$ cat config.mk
export PLATFORM = sky130hd
export DESIGN_NAME = ultrasonic_echo_ranging_sequencer
export DESIGN_NICKNAME = d
export VERILOG_FILES = /design/src/rtl/uers_pkg.sv /design/src/rtl/uers_ctrl.sv /design/src/rtl/uers_div58.sv /design/src/rtl/ultrasonic_echo_ranging_sequencer.sv
export SDC_FILE = /design/constraint.sdc
export NUM_CORES = 1
export LEC_CHECK = 0
export BUFFER_PORTS_ARGS = -buffer_cell sky130_fd_sc_hd__buf_2
export CAP_MARGIN = 10
export CORE_MARGIN = 5
export CORE_UTILIZATION = 50
export DETAILED_ROUTE_END_ITERATION = 8
export GPL_TIMING_DRIVEN = 0
export PLACE_DENSITY = 0.66
export SLEW_MARGIN = 5
export SYNTH_ARGS = -nofsm -noshare
export SYNTH_HDL_FRONTEND = slang
export SYNTH_SLANG_ARGS = --single-unit
$ cat constraint.sdc
create_clock -name clk_i -period 8.5 [get_ports clk_i]
set_input_delay 0.85 -clock clk_i [delete_from_list [all_inputs] [get_ports clk_i]]
set_output_delay 0.85 -clock clk_i [all_outputs]
set_load 0.01 [all_outputs]
$ cat src/rtl/uers_pkg.sv
`timescale 1ns / 1ps
`default_nettype none
package uers_pkg;

  localparam int unsigned NumSensors = 3;

  localparam int unsigned CountW   = 12;
  localparam int unsigned StepW    = 4;
  localparam int unsigned TrigW    = 4;
  localparam int unsigned GapW     = 8;
  localparam int unsigned TimerW   = 8;
  localparam int unsigned SensorW  = 2;
  localparam int unsigned ProductW = CountW + StepW;
  localparam int unsigned DistW    = 11;
  localparam int unsigned CfgDataW = 12;
  localparam int unsigned CfgIdxW  = 2;

  // distance = product / 58 as (product * DivMul) >> DivShift, exact for 16-bit products
  localparam int unsigned DivMulW  = 17;
  localparam int unsigned DivShift = 22;
  localparam logic [DivMulW-1:0] DivMul = DivMulW'((64'd1 << DivShift) / 58 + 1);
  localparam int unsigned DivProdW = ProductW + DivMulW;

  localparam logic [CountW-1:0] CountLimitRst   = CountW'(848);
  localparam logic [StepW-1:0]  StepUsRst       = StepW'(10);
  localparam logic [TrigW-1:0]  TriggerTicksRst = TrigW'(2);
  localparam logic [GapW-1:0]   GapTicksRst     = GapW'(50);

  localparam logic [CfgIdxW-1:0] RegCountLimit   = 2'd0;
  localparam logic [CfgIdxW-1:0] RegStepUs       = 2'd1;
  localparam logic [CfgIdxW-1:0] RegTriggerTicks = 2'd2;
  localparam logic [CfgIdxW-1:0] RegGapTicks     = 2'd3;

  localparam logic [SensorW-1:0] SensorFront = 2'd0;
  localparam logic [SensorW-1:0] SensorRight = 2'd1;
  localparam logic [SensorW-1:0] SensorLeft  = 2'd2;
  localparam logic [SensorW-1:0] SensorLast  = SensorW'(NumSensors - 1);

  typedef enum logic [1:0] {
    PH_TRIG,
    PH_WAIT,
    PH_COUNT,
    PH_GAP
  } phase_e;

  typedef struct packed {
    logic [CountW-1:0] count_limit;
    logic [StepW-1:0]  step_us;
    logic [TrigW-1:0]  trigger_ticks;
    logic [GapW-1:0]   gap_ticks;
  } cfg_t;

  typedef struct packed {
    logic [2:0]          trig;
    logic                valid;
    logic [SensorW-1:0]  sensor;
    logic [ProductW-1:0] product;
  } step_res_t;

endpackage
`default_nettype wire

$ cat src/rtl/uers_ctrl.sv
`timescale 1ns / 1ps
`default_nettype none
module uers_ctrl (
  input  wire logic              clk_i,
  input  wire logic              rst_ni,
  input  wire logic              step_i,
  input  wire logic [2:0]        echo_i,
  input  wire uers_pkg::cfg_t    cfg_i,
  output uers_pkg::step_res_t    res_o
);
  import uers_pkg::*;

  phase_e              phase_q, phase_d;
  logic [SensorW-1:0]  sensor_q, sensor_d;
  logic [TimerW-1:0]   timer_q, timer_d;
  logic [CountW-1:0]   count_q, count_d;
  logic [TimerW-1:0]   timer_inc;
  logic                echo;
  logic                finish;

  assign timer_inc = timer_q + TimerW'(1);

  always_comb begin
    case (sensor_q)
      SensorRight: echo = echo_i[1];
      SensorLeft:  echo = echo_i[2];
      default:     echo = echo_i[0];
    endcase
  end

  always_comb begin
    case (phase_q)
      PH_WAIT:  finish = echo && (cfg_i.count_limit == '0);
      PH_COUNT: finish = !(echo && (count_q < cfg_i.count_limit));
      default:  finish = 1'b0;
    endcase
  end

  // next state
  always_comb begin
    phase_d  = phase_q;
    sensor_d = sensor_q;
    timer_d  = timer_q;
    count_d  = count_q;
    case (phase_q)
      PH_TRIG: begin
        if (timer_inc >= TimerW'(cfg_i.trigger_ticks)) begin
          timer_d = '0;
          phase_d = PH_WAIT;
        end else begin
          timer_d = timer_inc;
        end
      end
      PH_WAIT: begin
        if (echo && !finish) begin
          count_d = CountW'(1);
          phase_d = PH_COUNT;
        end
      end
      PH_COUNT: begin
        if (!finish) begin
          count_d = count_q + CountW'(1);
        end
      end
      PH_GAP: begin
        if (timer_inc >= cfg_i.gap_ticks) begin
          timer_d = '0;
          phase_d = PH_TRIG;
        end else begin
          timer_d = timer_inc;
        end
      end
      default: phase_d = PH_TRIG;
    endcase
    if (finish) begin
      count_d = '0;
      timer_d = '0;
      if (sensor_q >= SensorLast) begin
        sensor_d = '0;
        phase_d  = (cfg_i.gap_ticks == '0) ? PH_TRIG : PH_GAP;
      end else begin
        sensor_d = sensor_q + SensorW'(1);
        phase_d  = PH_TRIG;
      end
    end
  end

  // outputs
  always_comb begin
    res_o = '0;
    case (phase_q)
      PH_TRIG: begin
        case (sensor_q)
          SensorRight: res_o.trig = 3'b010;
          SensorLeft:  res_o.trig = 3'b100;
          default:     res_o.trig = 3'b001;
        endcase
      end
      default: res_o.trig = 3'b000;
    endcase
    if (finish) begin
      res_o.valid   = 1'b1;
      res_o.sensor  = (sensor_q >= SensorW'(NumSensors)) ? SensorFront : sensor_q;
      res_o.product = (phase_q == PH_COUNT) ? (ProductW'(count_q) * ProductW'(cfg_i.step_us))
                                            : '0;
    end
  end

  always_ff @(posedge clk_i or negedge rst_ni) begin
    if (!rst_ni) begin
      phase_q  <= PH_TRIG;
      sensor_q <= '0;
      timer_q  <= '0;
      count_q  <= '0;
    end else if (step_i) begin
      phase_q  <= phase_d;
      sensor_q <= sensor_d;
      timer_q  <= timer_d;
      count_q  <= count_d;
    end
  end

endmodule
`default_nettype wire

$ cat src/rtl/uers_div58.sv
`timescale 1ns / 1ps
`default_nettype none
module uers_div58 (
  input  wire logic [uers_pkg::ProductW-1:0] product_i,
  output logic [uers_pkg::DistW-1:0]         dist_o
);
  import uers_pkg::*;

  logic [DivProdW-1:0] scaled;

  assign scaled = DivProdW'(product_i) * DivProdW'(DivMul);
  assign dist_o = scaled[DivShift +: DistW];

endmodule
`default_nettype wire

$ cat src/rtl/ultrasonic_echo_ranging_sequencer.sv
`timescale 1ns / 1ps
`default_nettype none
// Three-sensor ultrasonic ranging sequencer. Each input transaction is one timing step carrying
// the echo levels of the front, right and left sensors; each one yields exactly one output
// transaction with the trigger levels for that step and, when a measurement finished, the
// sensor and its distance in cm (echo steps * step_us / 58, truncated). Sensors are fired in
// the order front, right, left, then gap_ticks idle steps. One transaction is accepted per
// clock unless m_axis_tready back-pressure stalls the pipeline: the input register, the
// sequencer/product stage and the divide-by-58 result register form a three-stage pipeline.
// Configuration writes take effect on the next accepted step and should be made when idle.
module ultrasonic_echo_ranging_sequencer (
  input  wire logic                          clk_i,
  input  wire logic                          rst_ni,
  input  wire logic                          s_axis_tvalid,
  output logic                               s_axis_tready,
  input  wire logic [7:0]                    s_axis_tdata,  // echo_front, echo_right, echo_left
  output logic                               m_axis_tvalid,
  input  wire logic                          m_axis_tready,
  output logic [15:0]                        m_axis_tdata,  // trig_front, trig_right, trig_left,
                                                            // distance_cm
  output logic [2:0]                         m_axis_tuser,  // result_valid, result_sensor
  input  wire logic                          cfg_valid_i,
  output logic                               cfg_ready_o,
  input  wire logic [uers_pkg::CfgIdxW-1:0]  cfg_index_i,
  input  wire logic [uers_pkg::CfgDataW-1:0] cfg_data_i
);
  import uers_pkg::*;

  cfg_t               cfg_q;
  logic               in_v_q;
  logic [2:0]         echo_q;
  logic               mid_v_q;
  step_res_t          mid_q;
  step_res_t          step_res;
  logic               out_v_q;
  logic [2:0]         trig_q;
  logic               valid_q;
  logic [SensorW-1:0] sensor_q;
  logic [DistW-1:0]   dist_q;
  logic [DistW-1:0]   dist_cm;
  logic               rdy_out, rdy_mid, rdy_in;
  logic               step;

  assign rdy_out = !out_v_q || m_axis_tready;
  assign rdy_mid = !mid_v_q || rdy_out;
  assign rdy_in  = !in_v_q || rdy_mid;
  assign step    = in_v_q && rdy_mid;

  assign s_axis_tready = rdy_in;
  assign cfg_ready_o   = 1'b1;

  always_ff @(posedge clk_i or negedge rst_ni) begin
    if (!rst_ni) begin
      cfg_q.count_limit   <= CountLimitRst;
      cfg_q.step_us       <= StepUsRst;
      cfg_q.trigger_ticks <= TriggerTicksRst;
      cfg_q.gap_ticks     <= GapTicksRst;
    end else if (cfg_valid_i) begin
      case (cfg_index_i)
        RegCountLimit:   cfg_q.count_limit   <= cfg_data_i[CountW-1:0];
        RegStepUs:       cfg_q.step_us       <= cfg_data_i[StepW-1:0];
        RegTriggerTicks: cfg_q.trigger_ticks <= cfg_data_i[TrigW-1:0];
        RegGapTicks:     cfg_q.gap_ticks     <= cfg_data_i[GapW-1:0];
        default: ;
      endcase
    end
  end

  always_ff @(posedge clk_i or negedge rst_ni) begin
    if (!rst_ni) begin
      in_v_q  <= 1'b0;
      mid_v_q <= 1'b0;
      out_v_q <= 1'b0;
    end else begin
      if (rdy_in) begin
        in_v_q <= s_axis_tvalid;
      end
      if (rdy_mid) begin
        mid_v_q <= in_v_q;
      end
      if (rdy_out) begin
        out_v_q <= mid_v_q;
      end
    end
  end

  always_ff @(posedge clk_i) begin
    if (rdy_in && s_axis_tvalid) begin
      echo_q <= s_axis_tdata[2:0];
    end
    if (step) begin
      mid_q <= step_res;
    end
    if (rdy_out && mid_v_q) begin
      trig_q   <= mid_q.trig;
      valid_q  <= mid_q.valid;
      sensor_q <= mid_q.sensor;
      dist_q   <= dist_cm;
    end
  end

  uers_ctrl u_ctrl (
    .clk_i  (clk_i),
    .rst_ni (rst_ni),
    .step_i (step),
    .echo_i (echo_q),
    .cfg_i  (cfg_q),
    .res_o  (step_res)
  );

  uers_div58 u_div58 (
    .product_i (mid_q.product),
    .dist_o    (dist_cm)
  );

  assign m_axis_tvalid = out_v_q;
  assign m_axis_tdata  = {2'b00, dist_q, trig_q};
  assign m_axis_tuser  = {sensor_q, valid_q};

endmodule
`default_nettype wire

==> results_dict.tcl <==
set metrics [dict create \
    antenna_cells 0 \
    core_region_area_um2 20300 \
    async_reset_ff_share_pct 56.7 \
    hold_ws_ns 0.422 \
    dieArea_um2 23700 \
    ff2ff_setup_slack_ns 2.38 \
    worstMarginPinSlew_ns 0.956 \
    ys_seq_area_share_pct 25.6 \
    post-route-period-util_pct 72.0 \
    criticalPathCategory "register to register" \
    cts_root_buffer "clkbuf_16" \
    status "finished clean" \
    p_leak_uw 0.00574 \
    postRouteAntennaNets 0 \
    hold_path_end "sensor_q[0]$_DFFE_PP_" \
    syn_inst 1005 \
    layout_commonest_cell "inv_1" \
    post-cts-setup-buffer-count 0 \
    clk_pin_slew_ns 0.07 \
    insertion_delay_ns 0.35 \
    setup_viol 0 \
    antenna_found_initial 0 \
    drive_gt1_share_pct 9.88 \
    finClkSkew_ns 0.0129 \
    timing.slew.headroom_pct 36.2 \
    globalplace.congestion 0.857 \
    yosysUniqueCellTypes 59 \
    cts_hold_buf 0 \
    reg2reg_to "dist_q[10]$_DFFE_PP_" \
    max_freq_mhz 163 \
    power_density_nw_per_um2 304 \
    cts_tree "done" \
    drc_errors 0 \
    syn_to_final_growth_pct 8.25 \
    hold_viol 0 \
    min_period_ns 6.12 \
    fin_setup_tns_ns 0 \
    synth_top_area_cell "ha_1" \
    postPlaceCellArea_um2 10900 \
    r2r_cells 19 \
    dr.pass1.iters 5 \
    start_kind "register" \
    row_count 52 \
    reg2reg_from "mid_q[10]$_SDFFCE_PN0P_" \
    end_kind "register" \
    min-delay-start "mid_q[16]$_SDFFCE_PP0P_" \
    hold_depth 0 \
    port_buffers 40 \
    die_w_um 154 \
    numCtsBuffers 9 \
    synth_area_per_cell_um2 10.3 \
    synth_warnings 0 \
    synth-main-ff-cell "dfrtp_1" \
    fin_nets 1363 \
    cts_resized 0 \
    grt_pass1_vias 7203 \
    synth_area_leaders "ha_1 (21%), fa_1 (20%), edfxtp_1 (12%), dfrtp_1 (11%), inv_1 (7.4%)" \
    min_path_type "register to register" \
    crit_required_ns 8.60 \
    clkSinkCount 97 \
    final_area_um2 11200 \
    ioPinCount 49 \
    slew_viol_final 0 \
    vdd.ir_drop.worst_uv 155 \
    arrival_ns 6.22 \
    synth.top_cell.area_share_pct 21.2 \
    die_h_um 154 \
    netlist_area_um2 10300 \
    drtIter0Drc 224 \
    htreeDepth 3 \
    wl_per_cell_um 14.8 \
    layout_common_cells "inv_1 (205), ha_1 (175), fa_1 (103), nand2_1 (60), dfrtp_1 (45)" \
    clk_path_buf_depth 2 \
    avgViaCountPerCell 5.17 \
    synth_enable_flop_cells 42 \
    grt_usage_pct 17.5 \
    grt_overflow_total 0 \
    drt_wl_total_um 19700 \
    worstPathMaxFanout 8 \
    grt_max_degree 38 \
    via_count 6887 \
    ys_ff_latch 97 \
    maxCapViolCount 0 \
    place_hpwl_um 16500 \
    initial_core_util_pct 51.0 \
    grt_pass1_wl_um 34300 \
    rsz0062_at_grt "false" \
]
==> cell usage after synthesis (2+ instances only) <==
cell type and number:
buf_6 2, or3_1 4, a21oi_1 28, xor2_1 15, o22ai_1 7, and2_1 30, a211o_1 2, nand4b_1 2
o21ai_2 2, nor2b_1 5, and4_1 3, xnor2_1 18, a2111oi_2 2, ha_1 175, a31oi_1 16, nand3_1 20
a211oi_1 3, nand2b_1 13, buf_4 5, clkbuf_1 15, a2111oi_0 2, mux2_2 21, nor3_1 11, o31ai_1 3
nand2_1 60, edfxtp_1 42, o211ai_1 2, dfstp_2 10, fa_1 103, dfrtp_1 45, nor2_1 27, a21o_1 20
conb_1 2, a41oi_1 9, nor4_1 6, nand4_1 3, o21ai_0 26, and3_1 10, mux2i_1 6, nand3b_1 4
inv_1 205, o21bai_1 2, o21a_1 3
==> area by class of cell <==
class,count,area [um2]
Buffer,23,121
Clock buffer,9,225
Clock inverter,7,66.3
Fill cell,1789,9100
Inverter,205,769
Multi-Input combinational cell,681,6810
Sequential cell,97,2650
Tap cell,270,338
Timing Repair Buffer,41,220
==> worst max path at each step <==
| stage | to | slack, ns | startpoint |
|---|---|---|---|
| after floorplan | dist_q[10]$_DFFE_PP_ | 2.93 | mid_q[13]$_SDFFCE_PN0P_ |
| after global placement | dist_q[10]$_DFFE_PP_ | 2.38 | mid_q[10]$_SDFFCE_PN0P_ |
| after detailed placement | dist_q[10]$_DFFE_PP_ | 2.35 | mid_q[13]$_SDFFCE_PN0P_ |
| after CTS | dist_q[10]$_DFFE_PP_ | 2.37 | mid_q[10]$_SDFFCE_PN0P_ |
| after global routing | dist_q[10]$_DFFE_PP_ | 2.11 | mid_q[10]$_SDFFCE_PN0P_ |
| final | dist_q[10]$_DFFE_PP_ | 2.38 | mid_q[10]$_SDFFCE_PN0P_ |
==> per-layer routing <==
layer	global-route usage [%]	part of all wire (%)	up-vias
met5	0	0	-
met1	23.1	47	3370
li1	-	-	3438
met2	31.0	50	67
met4	3.99	1.1	0
met3	2.11	2.0	12
==> per-stage QoR <==
stage,util (%),worst slack [ns],power [uW],instances
floorplan,-,2.93,2430,1006
global placement,53.6,2.38,2960,1316
detailed placement,53.7,2.35,3010,1317
CTS,55.2,2.37,3440,1333
global route,55.2,2.11,3780,1333
finish,55.2,2.38,3400,1333
==> state kept, by name (all words and copies together), names as in the netlist <==
register	cells
u_ctrl.phase_q	2
cfg_q	28
trig_q	3
in_v_q	1
u_ctrl.timer_q	8
u_ctrl.sensor_q	2
mid_v_q	1
sensor_q	2
echo_q	3
dist_q	11
valid_q	1
u_ctrl.count_q	12
m_axis_tvalid	1
mid_q	22
==> where the power goes <==
part           switching (uW)  internal (uW)  total [uW]
combinational            1300            996        2300
sequential               84.1            625         709
clock                     190            204         394
total                    1580           1830        3400
==> logic make-up after synthesis <==
group                      after synthesis  synth area share, %
DFF                                     97                 25.6
and+or+nand+nor                        202                 9.92
muxes                                   27                 2.87
AOI/OAI and AO/OA                      138                 9.02
xor gates and xnor gates                33                 2.79
adders and majority gates              278                 41.1
buffers and inverters                  228                 8.61
other                                    2               0.0726
==> critical path, cell delays in order (launching register included) <==
cell,delay (ns)
edfxtp_1,0.61
fa_1,0.62
inv_1,0.05
fa_1,0.48
inv_1,0.05
fa_1,0.52
fa_1,0.46
fa_1,0.55
inv_1,0.05
fa_1,0.55
inv_1,0.05
ha_1,0.33
nand2_1,0.09
a21oi_1,0.14
nor3_1,0.07
o22ai_1,0.24
a21oi_1,0.16
o31ai_1,0.49
a2111oi_0,0.18
nand3b_1,0.18
No activity file was read; power rests on OpenSTA's default activity.
